File: src/button_debounce_autorepeat_macros.svh
// Assertion macros for the button debounce block.
// Used by the top level only; no other dependencies.
`ifndef BUTTON_DEBOUNCE_AUTOREPEAT_MACROS_SVH
`define BUTTON_DEBOUNCE_AUTOREPEAT_MACROS_SVH

// Same-cycle implication, disabled during reset
`define BDA_ASSERT_NOW(label, clk, rst, a, c) \
  label: assert property (@(posedge clk) disable iff (rst) (a) |-> (c)) \
    else $error("bda assertion failed");

// Next-cycle implication, disabled during reset
`define BDA_ASSERT_NEXT(label, clk, rst, a, c) \
  label: assert property (@(posedge clk) disable iff (rst) (a) |=> (c)) \
    else $error("bda assertion failed");

`endif

File: src/bda_pkg.sv
// Shared types, constants and helpers for the button debounce block.
// No dependencies.
package bda_pkg;

  localparam int MASK_W      = 8;
  localparam int CODE_W      = 3;
  localparam int TIME_W      = 32;
  localparam int CFG_DATA_W  = 16;
  localparam int CFG_IDX_W   = 2;
  localparam int DEB_W       = 4;
  localparam int QUEUE_DEPTH = 2;

  // Register indexes
  localparam logic [CFG_IDX_W-1:0] REG_REPEAT_INTERVAL  = 2'd0;
  localparam logic [CFG_IDX_W-1:0] REG_HOLD_TIME        = 2'd1;
  localparam logic [CFG_IDX_W-1:0] REG_DEBOUNCE_SAMPLES = 2'd2;

  // Register reset values and limits
  localparam logic [CFG_DATA_W-1:0] REPEAT_INTERVAL_RST = 16'd200;
  localparam logic [CFG_DATA_W-1:0] REPEAT_INTERVAL_MIN = 16'd50;
  localparam logic [CFG_DATA_W-1:0] HOLD_TIME_RST       = 16'd650;
  localparam logic [DEB_W-1:0]      DEBOUNCE_RST        = 4'd3;

  // Action codes
  localparam logic [CODE_W-1:0] CODE_ACTION  = 3'd4;
  localparam logic [CODE_W-1:0] CODE_RESTART = 3'd7;

  // What the front end saw on one poll
  typedef enum logic [2:0] {
    EV_TICK,     // mask not stable yet: repeat check only
    EV_SAME,     // stable and unchanged: repeat, then hold check
    EV_PRESS,    // stable mask went from empty to pressed
    EV_RELEASE,  // stable mask went to empty
    EV_CHANGE    // stable mask changed while held
  } ev_kind_t;

  typedef struct packed {
    ev_kind_t                kind;
    logic [CODE_W-1:0]       code;
    logic [TIME_W-1:0]       now_time;
  } ev_entry_t;

  typedef struct packed {
    logic                    we;
    logic [CFG_IDX_W-1:0]    index;
    logic [CFG_DATA_W-1:0]   data;
  } cfg_wr_t;

  typedef struct packed {
    logic [$clog2(QUEUE_DEPTH+1)-1:0] count;
    logic                             full;
    logic                             valid;
  } q_stat_t;

  // Lowest set bit as an action code; empty mask gives the action code
  function automatic logic [CODE_W-1:0] lowest_code(input logic [MASK_W-1:0] mask);
    logic [CODE_W-1:0] code;
    logic              found;
    code  = CODE_ACTION;
    found = 1'b0;
    for (int i = 0; i < MASK_W; i++) begin
      if (mask[i] && !found) begin
        code  = CODE_W'(i);
        found = 1'b1;
      end
    end
    return code;
  endfunction

endpackage

File: src/bda_ifs.sv
// Valid/ready channel interfaces for poll samples and action results.
// Depends on bda_pkg for field widths.
interface bda_in_if;
  logic                         valid;
  logic                         ready;
  logic [bda_pkg::MASK_W-1:0]   pin_levels;
  logic                         read_ok;
  logic [bda_pkg::TIME_W-1:0]   now_time;

  modport source (output valid, pin_levels, read_ok, now_time, input ready);
  modport sink   (input valid, pin_levels, read_ok, now_time, output ready);
endinterface

interface bda_out_if;
  logic                         valid;
  logic                         ready;
  logic [bda_pkg::CODE_W-1:0]   action_code;

  modport source (output valid, action_code, input ready);
  modport sink   (input valid, action_code, output ready);
endinterface

File: src/button_debounce_autorepeat.sv
// Button debounce with auto-repeat and long press.
// An action from a poll passes through the event queue and the output register before it is offered.
// Throughput: one poll per cycle while the queue is not full; the back end applies
// one queued event per cycle and stalls only while its output register waits.
// Reset (rst, synchronous): clears masks, timers and queue; registers return
// to repeat 200 ms, hold 650 ms, 3 debounce samples.
module button_debounce_autorepeat #(
  parameter int BUTTON_COUNT = 8
) (
  input  logic                               clk,
  input  logic                               rst,
  input  logic                               cfg_we,
  input  logic [bda_pkg::CFG_IDX_W-1:0]      cfg_index,
  input  logic [bda_pkg::CFG_DATA_W-1:0]     cfg_data,
  bda_in_if.sink                             in_ch,
  bda_out_if.source                          out_ch
);

  `include "button_debounce_autorepeat_macros.svh"

  bda_pkg::cfg_wr_t   cfg;
  bda_pkg::ev_entry_t front_entry;
  bda_pkg::ev_entry_t head;
  bda_pkg::q_stat_t   q_stat;
  logic               in_accept;
  logic               pop;

  assign cfg.we    = cfg_we;
  assign cfg.index = cfg_index;
  assign cfg.data  = cfg_data;

  assign in_ch.ready = !q_stat.full;
  assign in_accept   = in_ch.valid && in_ch.ready;

  bda_front #(
    .BUTTON_COUNT (BUTTON_COUNT)
  ) u_front (
    .clk        (clk),
    .rst        (rst),
    .cfg        (cfg),
    .accept     (in_accept),
    .pin_levels (in_ch.pin_levels),
    .read_ok    (in_ch.read_ok),
    .now_time   (in_ch.now_time),
    .entry      (front_entry)
  );

  bda_queue u_queue (
    .clk        (clk),
    .rst        (rst),
    .push       (in_accept),
    .push_entry (front_entry),
    .pop        (pop),
    .head       (head),
    .stat       (q_stat)
  );

  bda_back u_back (
    .clk       (clk),
    .rst       (rst),
    .cfg       (cfg),
    .ev_valid  (q_stat.valid),
    .ev        (head),
    .pop       (pop),
    .out_valid (out_ch.valid),
    .out_ready (out_ch.ready),
    .out_code  (out_ch.action_code)
  );

  // Queue never holds more than its depth
  `BDA_ASSERT_NOW(a_queue_bound, clk, rst, 1'b1,
                  q_stat.count <= ($clog2(bda_pkg::QUEUE_DEPTH + 1))'(bda_pkg::QUEUE_DEPTH))
  // A poll taken into an empty queue is waiting in it on the next cycle
  `BDA_ASSERT_NEXT(a_push_lands, clk, rst, in_accept && !q_stat.valid, q_stat.valid)
  // No action appears without a queued event behind it
  `BDA_ASSERT_NEXT(a_no_phantom, clk, rst, !q_stat.valid && !out_ch.valid, !out_ch.valid)

endmodule

File: src/bda_front.sv
// Front end: debounces each poll sample and classifies the stable mask change.
// Depends on bda_pkg.
module bda_front #(
  parameter int BUTTON_COUNT = 8
) (
  input  logic                         clk,
  input  logic                         rst,
  input  bda_pkg::cfg_wr_t             cfg,
  input  logic                         accept,
  input  logic [bda_pkg::MASK_W-1:0]   pin_levels,
  input  logic                         read_ok,
  input  logic [bda_pkg::TIME_W-1:0]   now_time,
  output bda_pkg::ev_entry_t           entry
);

  localparam logic [bda_pkg::MASK_W-1:0] BUTTON_MASK =
    bda_pkg::MASK_W'((9'd1 << BUTTON_COUNT) - 9'd1);

  logic [bda_pkg::DEB_W-1:0]  debounce_samples;
  logic [bda_pkg::MASK_W-1:0] last_sample;
  logic [bda_pkg::DEB_W-1:0]  stable_count;
  logic [bda_pkg::MASK_W-1:0] stable_buttons;

  logic [bda_pkg::MASK_W-1:0] raw;
  logic [bda_pkg::DEB_W-1:0]  stable_count_next;
  logic                       is_stable;

  // Pick the sample and advance the run counter
  always_comb begin
    raw = read_ok ? (~pin_levels & BUTTON_MASK) : stable_buttons;
    if (raw == last_sample) begin
      stable_count_next = (stable_count < debounce_samples) ?
                          stable_count + 1'b1 : stable_count;
    end else begin
      stable_count_next = '0;
    end
    is_stable = !(stable_count_next < debounce_samples);
  end

  // Classify against the previous stable mask
  always_comb begin
    entry.now_time = now_time;
    entry.code     = bda_pkg::lowest_code(raw);
    if (!is_stable) begin
      entry.kind = bda_pkg::EV_TICK;
    end else if (raw == stable_buttons) begin
      entry.kind = bda_pkg::EV_SAME;
    end else if (stable_buttons == '0) begin
      entry.kind = bda_pkg::EV_PRESS;
    end else if (raw == '0) begin
      entry.kind = bda_pkg::EV_RELEASE;
    end else begin
      entry.kind = bda_pkg::EV_CHANGE;
    end
  end

  // Hold debounce state and the sample count register
  always_ff @(posedge clk) begin
    if (rst) begin
      debounce_samples <= bda_pkg::DEBOUNCE_RST;
      last_sample      <= '0;
      stable_count     <= '0;
      stable_buttons   <= '0;
    end else begin
      if (cfg.we && cfg.index == bda_pkg::REG_DEBOUNCE_SAMPLES) begin
        debounce_samples <= cfg.data[bda_pkg::DEB_W-1:0];
      end
      if (accept) begin
        last_sample  <= raw;
        stable_count <= stable_count_next;
        if (is_stable) begin
          stable_buttons <= raw;
        end
      end
    end
  end

endmodule

File: src/bda_queue.sv
// Short FIFO of classified events between the front and back ends.
// Depends on bda_pkg.
module bda_queue (
  input  logic                clk,
  input  logic                rst,
  input  logic                push,
  input  bda_pkg::ev_entry_t  push_entry,
  input  logic                pop,
  output bda_pkg::ev_entry_t  head,
  output bda_pkg::q_stat_t    stat
);

  localparam int DEPTH = bda_pkg::QUEUE_DEPTH;
  localparam int PTR_W = (DEPTH > 1) ? $clog2(DEPTH) : 1;
  localparam int CNT_W = $clog2(DEPTH + 1);

  bda_pkg::ev_entry_t slots [DEPTH];
  logic [PTR_W-1:0]   wr_ptr;
  logic [PTR_W-1:0]   rd_ptr;
  logic [CNT_W-1:0]   count;

  function automatic logic [PTR_W-1:0] bump(input logic [PTR_W-1:0] p);
    return (p == PTR_W'(DEPTH - 1)) ? '0 : p + 1'b1;
  endfunction

  assign head       = slots[rd_ptr];
  assign stat.count = count;
  assign stat.full  = (count == CNT_W'(DEPTH));
  assign stat.valid = (count != '0);

  // Store pushed entries
  always_ff @(posedge clk) begin
    if (push) begin
      slots[wr_ptr] <= push_entry;
    end
  end

  // Advance pointers and occupancy
  always_ff @(posedge clk) begin
    if (rst) begin
      wr_ptr <= '0;
      rd_ptr <= '0;
      count  <= '0;
    end else begin
      if (push) begin
        wr_ptr <= bump(wr_ptr);
      end
      if (pop) begin
        rd_ptr <= bump(rd_ptr);
      end
      if (push && !pop) begin
        count <= count + 1'b1;
      end else if (pop && !push) begin
        count <= count - 1'b1;
      end
    end
  end

endmodule

File: src/bda_back.sv
// Back end: repeat and long-press timers, action emission, output register.
// Depends on bda_pkg.
module bda_back (
  input  logic                        clk,
  input  logic                        rst,
  input  bda_pkg::cfg_wr_t            cfg,
  input  logic                        ev_valid,
  input  bda_pkg::ev_entry_t          ev,
  output logic                        pop,
  output logic                        out_valid,
  input  logic                        out_ready,
  output logic [bda_pkg::CODE_W-1:0]  out_code
);

  logic [bda_pkg::CFG_DATA_W-1:0] repeat_interval;
  logic [bda_pkg::CFG_DATA_W-1:0] hold_time;

  logic                          repeating,        repeating_next;
  logic                          restart_holding,  restart_holding_next;
  logic                          restart_done,     restart_done_next;
  logic [bda_pkg::CODE_W-1:0]    held_code,        held_code_next;
  logic [bda_pkg::TIME_W-1:0]    last_repeat_time, last_repeat_time_next;
  logic [bda_pkg::TIME_W-1:0]    hold_start_time,  hold_start_time_next;

  logic                          fire;
  logic [bda_pkg::CODE_W-1:0]    fire_code;
  logic [bda_pkg::TIME_W-1:0]    repeat_age;
  logic [bda_pkg::TIME_W-1:0]    hold_age;
  logic                          repeat_due;
  logic                          hold_due;

  assign pop = ev_valid && (!out_valid || out_ready);

  // Timer checks against the current state
  always_comb begin
    repeat_age = ev.now_time - last_repeat_time;
    hold_age   = ev.now_time - hold_start_time;
    repeat_due = repeating &&
                 !(repeat_age < bda_pkg::TIME_W'(repeat_interval));
    hold_due   = restart_holding && !restart_done &&
                 !(hold_age < bda_pkg::TIME_W'(hold_time));
  end

  // Apply one event to the timer state
  always_comb begin
    repeating_next        = repeating;
    restart_holding_next  = restart_holding;
    restart_done_next     = restart_done;
    held_code_next        = held_code;
    last_repeat_time_next = last_repeat_time;
    hold_start_time_next  = hold_start_time;
    fire                  = 1'b0;
    fire_code             = held_code;
    case (ev.kind)
      bda_pkg::EV_TICK: begin
        if (repeat_due) begin
          fire                  = 1'b1;
          fire_code             = held_code;
          last_repeat_time_next = ev.now_time;
        end
      end
      bda_pkg::EV_SAME: begin
        if (repeat_due) begin
          fire                  = 1'b1;
          fire_code             = held_code;
          last_repeat_time_next = ev.now_time;
        end else if (hold_due) begin
          fire              = 1'b1;
          fire_code         = bda_pkg::CODE_RESTART;
          restart_done_next = 1'b1;
        end
      end
      bda_pkg::EV_PRESS: begin
        if (ev.code == bda_pkg::CODE_RESTART) begin
          restart_holding_next = 1'b1;
          restart_done_next    = 1'b0;
          hold_start_time_next = ev.now_time;
          held_code_next       = bda_pkg::CODE_RESTART;
          repeating_next       = 1'b0;
        end else begin
          restart_holding_next = 1'b0;
          restart_done_next    = 1'b0;
          fire                 = 1'b1;
          fire_code            = ev.code;
          if (ev.code < bda_pkg::CODE_ACTION) begin
            repeating_next        = 1'b1;
            held_code_next        = ev.code;
            last_repeat_time_next = ev.now_time;
          end else begin
            repeating_next = 1'b0;
          end
        end
      end
      bda_pkg::EV_RELEASE: begin
        repeating_next       = 1'b0;
        restart_holding_next = 1'b0;
        restart_done_next    = 1'b0;
      end
      bda_pkg::EV_CHANGE: begin
        held_code_next = ev.code;
        if (ev.code == bda_pkg::CODE_RESTART) begin
          // Hold restarts now, so it is due at once only for a zero hold time
          restart_holding_next = 1'b1;
          hold_start_time_next = ev.now_time;
          repeating_next       = 1'b0;
          fire                 = (hold_time == '0);
          fire_code            = bda_pkg::CODE_RESTART;
          restart_done_next    = (hold_time == '0);
        end else begin
          restart_holding_next  = 1'b0;
          restart_done_next     = 1'b0;
          fire                  = 1'b1;
          fire_code             = ev.code;
          repeating_next        = (ev.code < bda_pkg::CODE_ACTION);
          last_repeat_time_next = ev.now_time;
        end
      end
      default: begin
        fire = 1'b0;
      end
    endcase
  end

  // Hold timer state, configuration and the output register
  always_ff @(posedge clk) begin
    if (rst) begin
      repeat_interval  <= bda_pkg::REPEAT_INTERVAL_RST;
      hold_time        <= bda_pkg::HOLD_TIME_RST;
      repeating        <= 1'b0;
      restart_holding  <= 1'b0;
      restart_done     <= 1'b0;
      held_code        <= '0;
      last_repeat_time <= '0;
      hold_start_time  <= '0;
      out_valid        <= 1'b0;
    end else begin
      if (cfg.we && cfg.index == bda_pkg::REG_REPEAT_INTERVAL) begin
        repeat_interval <= (cfg.data < bda_pkg::REPEAT_INTERVAL_MIN) ?
                           bda_pkg::REPEAT_INTERVAL_MIN : cfg.data;
      end
      if (cfg.we && cfg.index == bda_pkg::REG_HOLD_TIME) begin
        hold_time <= cfg.data;
      end
      if (pop) begin
        repeating        <= repeating_next;
        restart_holding  <= restart_holding_next;
        restart_done     <= restart_done_next;
        held_code        <= held_code_next;
        last_repeat_time <= last_repeat_time_next;
        hold_start_time  <= hold_start_time_next;
        out_valid        <= fire;
      end else if (out_ready) begin
        out_valid <= 1'b0;
      end
    end
  end

  // Output payload
  always_ff @(posedge clk) begin
    if (pop && fire) begin
      out_code <= fire_code;
    end
  end

endmodule

File: src/flat_wrapper.sv
// flat-port wrapper written by rule: the top's interface ports become plain ports
module button_debounce_autorepeat_flat 
#(
  parameter int BUTTON_COUNT = 8
)
  (clk, rst, cfg_we, cfg_index, cfg_data, in_ch_valid, in_ch_pin_levels, in_ch_read_ok, in_ch_now_time, in_ch_ready, out_ch_valid, out_ch_action_code, out_ch_ready);
  bda_in_if in_ch_i ();
  bda_out_if out_ch_i ();
  input  logic clk;
  input  logic rst;
  input  logic cfg_we;
  input  logic [bda_pkg::CFG_IDX_W-1:0] cfg_index;
  input  logic [bda_pkg::CFG_DATA_W-1:0] cfg_data;
  input wire logic [$bits(in_ch_i.valid)-1:0] in_ch_valid;
  input wire logic [$bits(in_ch_i.pin_levels)-1:0] in_ch_pin_levels;
  input wire logic [$bits(in_ch_i.read_ok)-1:0] in_ch_read_ok;
  input wire logic [$bits(in_ch_i.now_time)-1:0] in_ch_now_time;
  output wire logic [$bits(in_ch_i.ready)-1:0] in_ch_ready;
  output wire logic [$bits(out_ch_i.valid)-1:0] out_ch_valid;
  output wire logic [$bits(out_ch_i.action_code)-1:0] out_ch_action_code;
  input wire logic [$bits(out_ch_i.ready)-1:0] out_ch_ready;
  assign in_ch_i.valid = in_ch_valid;
  assign in_ch_i.pin_levels = in_ch_pin_levels;
  assign in_ch_i.read_ok = in_ch_read_ok;
  assign in_ch_i.now_time = in_ch_now_time;
  assign in_ch_ready = in_ch_i.ready;
  assign out_ch_valid = out_ch_i.valid;
  assign out_ch_action_code = out_ch_i.action_code;
  assign out_ch_i.ready = out_ch_ready;
  button_debounce_autorepeat #(.BUTTON_COUNT(BUTTON_COUNT)) u_core (.clk(clk), .rst(rst), .cfg_we(cfg_we), .cfg_index(cfg_index), .cfg_data(cfg_data), .in_ch(in_ch_i), .out_ch(out_ch_i));
endmodule
File: config.mk
export PLATFORM = sky130hd
export DESIGN_NAME = button_debounce_autorepeat_flat
export DESIGN_NICKNAME = d
export VERILOG_FILES = /design/src/bda_pkg.sv /design/src/bda_ifs.sv /design/src/button_debounce_autorepeat.sv /design/src/bda_front.sv /design/src/bda_queue.sv /design/src/bda_back.sv /design/src/flat_wrapper.sv
export VERILOG_INCLUDE_DIRS = /design/src /design/src/src
export SDC_FILE = /design/constraint.sdc
export NUM_CORES = 1
export LEC_CHECK = 0
export ABC_CLOCK_PERIOD_IN_PS = 12200
export BUFFER_PORTS_ARGS = -buffer_cell sky130_fd_sc_hd__clkbuf_2
export CAP_MARGIN = 25
export CORE_ASPECT_RATIO = 0.6
export CORE_MARGIN = 2
export CORE_UTILIZATION = 35
export CTS_CLUSTER_SIZE = 12
export DETAILED_ROUTE_END_ITERATION = 10
export PLACE_DENSITY = 0.61
export SKIP_CTS_REPAIR_TIMING = 1
export SLEW_MARGIN = 20
export SYNTH_ARGS = -nofsm -noshare
export SYNTH_HDL_FRONTEND = slang
export SYNTH_SLANG_ARGS = --single-unit
File: constraint.sdc
create_clock -name clk -period 12.2 [get_ports clk]
set_input_delay 1.83 -clock clk [delete_from_list [all_inputs] [get_ports clk]]
set_output_delay 1.83 -clock clk [all_outputs]
set_load 0.03 [all_outputs]
Word-level counts from Yosys, hierarchy flattened
Memory sizes are Yosys's and may differ from the RTL's. A register that Yosys moved wholly into a read port is not among the register bits.
Index checks and enable logic that the tools add are counted.
{"block": "word_totals", "inputBits": 64, "ramBits": 76, "mem_count": 1, "regBits": 134, "wordCells": 168}
{"memory": "u_core.u_queue.slots", "depth": 2, "width": 38, "rd": 1, "rd_ports_with_merged_regs": 1, "write_ports": 1, "line_no": "bda_queue.sv:17", "text": "bda_pkg::ev_entry_t slots [DEPTH];"}
{"block": "classes", "muxes": 62, "n_reduce_logical": 56, "n_lt_le_gt_ge": 6, "n_eq_ne": 17, "bitwise_logic": 2, "addsub": 7}
{"op": "32-bit two-way mux", "n": 4}
{"op": "32-bit one-hot mux with 3 select lines", "n": 1}
{"op": "32-bit by 16-bit < comparator with 1-bit output", "n": 2}
{"op": "32-bit subtractor", "n": 2}
{"op": "3-bit two-way mux", "n": 18}
{"op": "1-bit two-way mux", "n": 27}
{"op": "1-bit logical AND", "n": 18}
{"op": "8-bit == test", "n": 2}
{"op": "16-bit zero test", "n": 1}
{"op": "8-bit zero test", "n": 2}
{"op": "16-bit by 6-bit < comparator with 1-bit output, second input constant", "n": 1}
{"op": "16-bit two-way mux", "n": 1}
{"op": "1-bit zero test", "n": 14}
{"op": "2-bit != test, second input constant", "n": 5}
{"op": "2-bit nonzero test", "n": 5}
{"op": "3-bit one-hot mux with 3 select lines", "n": 1}
{"op": "3-bit nonzero test", "n": 3}
{"op": "4-bit < comparator", "n": 2}
{"op": "4-bit two-way mux", "n": 2}
{"op": "8-bit two-way mux", "n": 1}
{"op": "8-bit NOT", "n": 1}
{"op": "3-bit by 2-bit == test with 1-bit output, second input constant", "n": 2}
{"op": "3-bit == test, second input constant", "n": 2}
{"op": "1-bit one-hot mux with 3 select lines", "n": 2}
{"op": "23 further kinds", "n": 31}

Depth between registers and ports, before layout
{"block": "depth", "depth_word": 24, "ltp_mapped": 26}

Hierarchy
A second synthesis with hierarchy kept.
{"block": "hier_totals", "hier_cells": 1690, "hier_area_um2": 14461.4}
{"module": "bda_back", "area_per_inst_um2": 9511.6, "seq_area_each_um2": 2152.1, "n_inst": 1, "cells_per_inst": 1296}
{"module": "bda_queue", "area_per_inst_um2": 2955.3, "seq_area_each_um2": 2382.3, "n_inst": 1, "cells_per_inst": 140}
{"module": "bda_front", "area_per_inst_um2": 1984.4, "seq_area_each_um2": 480.5, "n_inst": 1, "cells_per_inst": 252}
{"module": "button_debounce_autorepeat", "area_per_inst_um2": 10.0, "seq_area_each_um2": 0.0, "n_inst": 1, "cells_per_inst": 2}

Worst setup path after synthesis
Ideal clock, no wire load.
{"block": "synth_path", "path_type": "reg-to-reg", "from": "reg (tool-made name)", "to": "reg u_core.u_back.last_repeat_time[10] in the netlist's numbering", "path_slack_ns": 6.392, "t_required_ns": 12.068, "path_stages_with_launch": 27, "n_path_buf": 4, "arrival_time_ns": 5.676, "synth_period_minus_slack_ns": 5.808, "setup_time_ns": 0.132, "cell_sequence": "dfxtp_1 -> clkbuf_1 -> clkbuf_1 -> clkbuf_1 -> mux2i_1 -> inv_1 -> ha_1 -> a21oi_1 -> o21ai_0 -> o21ai_0 -> nand2b_1 -> a21oi_1 -> o21bai_1 -> a21oi_1 -> xnor2_1 -> ha_1 -> a21oi_1 -> a31oi_1 -> a31oi_1 -> o21ai_0 -> or4b_1 -> nor4_1 -> nand4_1 -> nor4_4 -> clkbuf_2 -> or3_1 -> a21oi_1"}
{"item": "end signal: assignment", "line_no": "bda_back.sv:149", "text": "last_repeat_time <= last_repeat_time_next;"}
{"item": "end: declaration", "line_no": "bda_back.sv:22", "text": "logic [bda_pkg::TIME_W-1:0] last_repeat_time, last_repeat_time_next;"}

==> impl_metrics.py <==
metrics = {
    "floorplanning": {
        "core_um2": 38100,
        "fp-row-count": 55,
        "dieArea_um2": 40600,
        "ios": 69,
        "start_util_pct": 35.8,
        "die_height_um": 157,
        "die_w_um": 259,
    },
    "setup_path": {
        "cp.buffers_inverters": 3,
        "arrival_ns": 7.05,
        "crit_top_cell": "a21oi_1",
        "path_cells": "buf_4, mux2i_1, inv_1, ha_1, a21oi_1, o21ai_0, o21ai_0, nand2b_1, a21oi_1, o21bai_1, a21oi_1, xnor2_1, ha_1, a21oi_1, a31oi_1, a31oi_1, o21ai_0, or4b_1, nor4_1, nand4_1, nor4_4, buf_4, o21ai_0, a21oi_1",
        "required_ns": 12.65,
        "crit_type": "reg -> reg",
        "reg2reg_slack_ns": 5.60,
        "cp_top_family": "compound AO/OA/AOI/OAI gates",
        "cp-end-kind": "flip-flop",
        "cp_slowest_cell": "buf_4",
        "cp-start-kind": "flip-flop",
        "critical_path.max_fanout": 63,
        "slowest_delay_ns": 0.61,
    },
    "timing": {
        "fmax_mhz": 151,
        "hold_viol": 0,
        "finalSetupViolations": 0,
        "final_max_slew_viol_count": 0,
        "setup-tns-final_ns": 0,
        "max-slew-margin-rel_pct": 37.4,
        "fin_crit_sh_pct": 54.1,
        "final.setup_skew_ns": 0.0189,
        "tightest_slew_ns": 0.936,
        "min_period_ns": 6.60,
        "rsz0062_at_grt": "false",
    },
    "clock_tree": {
        "clock_latency_ns": 0.54,
        "cts.clk_slew.worst_paths_ns": 0.06,
        "root_buffer": "clkbuf_16",
        "clkSinkCount": 211,
        "tritoncts": "yes",
        "clockBufferDepth": 3,
        "cts_buffers": 23,
        "htreeDepth": 1,
    },
    "power": {
        "power_leakage_nw": 5.54,
        "cellPowerDensity_nw_per_um2": 249,
        "ir_worst_vdd_v": 0.000113,
    },
    "final_layout": {
        "nFillCells": 3841,
        "antenna_cells": 0,
        "nets": 1809,
        "synthToLayoutAreaGrowth_pct": 10.7,
        "drive_gt1_share_pct": 8.94,
        "fin_util_pct": 39.6,
    },
    "synthesis": {
        "synth_flop_cell": "dfxtp_1",
        "yosysTopAreaCell": "dfxtp_1",
        "synth_edf_count": 79,
        "yosysMostFrequentCell": "a21oi_1",
        "synth.distinct_cells": 79,
        "syn_inst": 1610,
        "synthArstFlopShare_pct": 0,
        "synth-seq-cells": 211,
        "synth-warning-count": 0,
        "ys_top_cells_by_area": "dfxtp_1, edfxtp_1, ha_1",
        "netlist.area_leader.share_pct": 19.4,
        "ys_top_cells_by_count": "a21oi_1, nand2_1, nor2_1, inv_1, dfxtp_1",
        "ys_seq_area_share_pct": 36.8,
        "syn-num-nets": 1780,
        "syn-cell-area_um2": 13600,
        "synth_area_per_cell_um2": 8.46,
    },
    "routing": {
        "vias_per_cell": 5.52,
        "drt_pass1_iterations": 5,
        "drc": 0,
        "drtIter0Drc": 1190,
        "vias": 12000,
        "wl_per_cell_um": 19.0,
        "ant_nets": 0,
        "routed_wl_mm": 41.1,
    },
    "global_routing": {
        "antenna_found_initial": 1,
        "grt_use_total_pct": 20.2,
        "grt_pass1_wl_mm": 64.0,
        "overflow": 0,
        "grt_pass1_vias": 10900,
        "grt_max_degree": 76,
    },
    "placement": {
        "dp_hpwl_mm": 31.8,
        "gp_congestion": 0.937,
        "portBuffers": 68,
    },
    "job": {
        "maxCapViolCount": 0,
    },
    "outcome": {
        "outcome": "finished clean",
    },
    "worst_hold_path": {
        "hp-start": "u_core.u_back.repeat_interval[13]",
        "hold_path.class": "reg -> reg",
    },
}
==> power breakdown <==
part	leakage (nW)	switching, mW	internal [mW]	total [mW]
combinational	3.38	1.41	0.785	2.19
sequential	1.81	0.0576	0.837	0.895
clock	0.339	0.289	0.379	0.668
total	5.54	1.75	2.00	3.76
==> worst register-to-register path, stage by stage (launching register included) <==
cell and delay [ns]:
dfxtp_2 0.37, buf_4 0.61, mux2i_1 0.54, inv_1 0.23, ha_1 0.43, a21oi_1 0.24, o21ai_0 0.18, o21ai_0 0.18
nand2b_1 0.07, a21oi_1 0.21, o21bai_1 0.09, a21oi_1 0.17, xnor2_1 0.15, ha_1 0.29, a21oi_1 0.17, a31oi_1 0.15
a31oi_1 0.21, o21ai_0 0.11, or4b_1 0.53, nor4_1 0.19, nand4_1 0.21, nor4_4 0.29, buf_4 0.52, o21ai_0 0.22
a21oi_1 0.18
==> cell families (layout without fill, tap and decap cells) <==
group           Yosys count  count (layout)  synth area share [%]
fa+ha+maj               106             106                  9.84
simple gates            488             488                  17.2
buf+inv                 215             261                  6.41
flops                   211             211                  36.8
xor+xnor                 67              67                  4.31
compound gates          470             470                  21.5
mux                      53              53                  3.94
==> worst paths after layout <==
kind / to / depth (start not counted)
worst max-delay path: u_core.u_back.last_repeat_time[6] / 24
worst min register to register: u_core.u_back.repeat_interval[13] / 2
worst min-delay path: u_core.u_back.repeat_interval[13] / 2
worst max register to register: u_core.u_back.last_repeat_time[6] / 24
==> layout make-up <==
cell class                 instances  area (µm²)  area share, %
tap                              513         642           4.26
multi-input combinational       1184        7750           51.4
inverter                         141         529           3.51
clock buffer                      35         631           4.18
timing repair buffer              78         438           2.90
sequential                       211        5020           33.3
clock inverter                     7        67.6          0.448
==> placed cells by master, fill, tap and decap left out, drive strengths merged, types with 4 or more instances in the layout <==
cell type,count
clkbuf,102
o21a,16
clkinv,4
nand2b,16
mux2i,48
inv,142
o211ai,13
o21bai,8
a21oi,180
nand3b,9
dfxtp,132
or3,38
o21ai,115
nor2b,8
a211o,6
o31ai,4
nand2,156
nor4,10
nand4,28
and3,5
nand3,23
xor2,32
a31oi,11
ha,104
buf,11
edfxtp,79
o2111ai,7
o22ai,4
nor2,144
a22oi,4
and4,8
nor3,27
a21o,17
a211oi,56
nor3b,4
mux2,5
xnor2,35
==> through the flow <==
step	hold WS (ns)	instances	setup slack, ns	total power, mW	cell area, µm²
after floorplan	0.436	1610	6.39	2.47	13600
after global placement	0.448	2126	5.88	3.03	14400
after detailed placement	0.450	2127	5.76	3.04	14400
after CTS	0.458	2169	5.69	3.72	15100
after global routing	0.481	2169	5.11	4.03	15100
final	0.455	2169	5.60	3.76	15100
==> registers in the layout, indices dropped and copies added (netlist names), 2 cells and up, named ones only <==
name and cells:
u_core.u_back.held_code 3, u_core.u_back.hold_start_time 32, u_core.u_back.hold_time 16, u_core.u_back.last_repeat_time 32
u_core.u_back.out_code 3, u_core.u_back.repeat_interval 16, u_core.u_front.debounce_samples 4, u_core.u_front.last_sample 8
u_core.u_front.stable_buttons 8, u_core.u_front.stable_count 4, u_core.u_queue.count 2, u_core.u_queue.slots 76
==> per-layer routing <==
metal / wire length (µm) / global-route usage (%)
met1: 22200 / 33.8
met2: 14400 / 24.8
met3: 3970 / 5.22
met4: 529 / 3.52
met5: 0 / 0
Note: power is estimated with default switching activity, not from simulation.
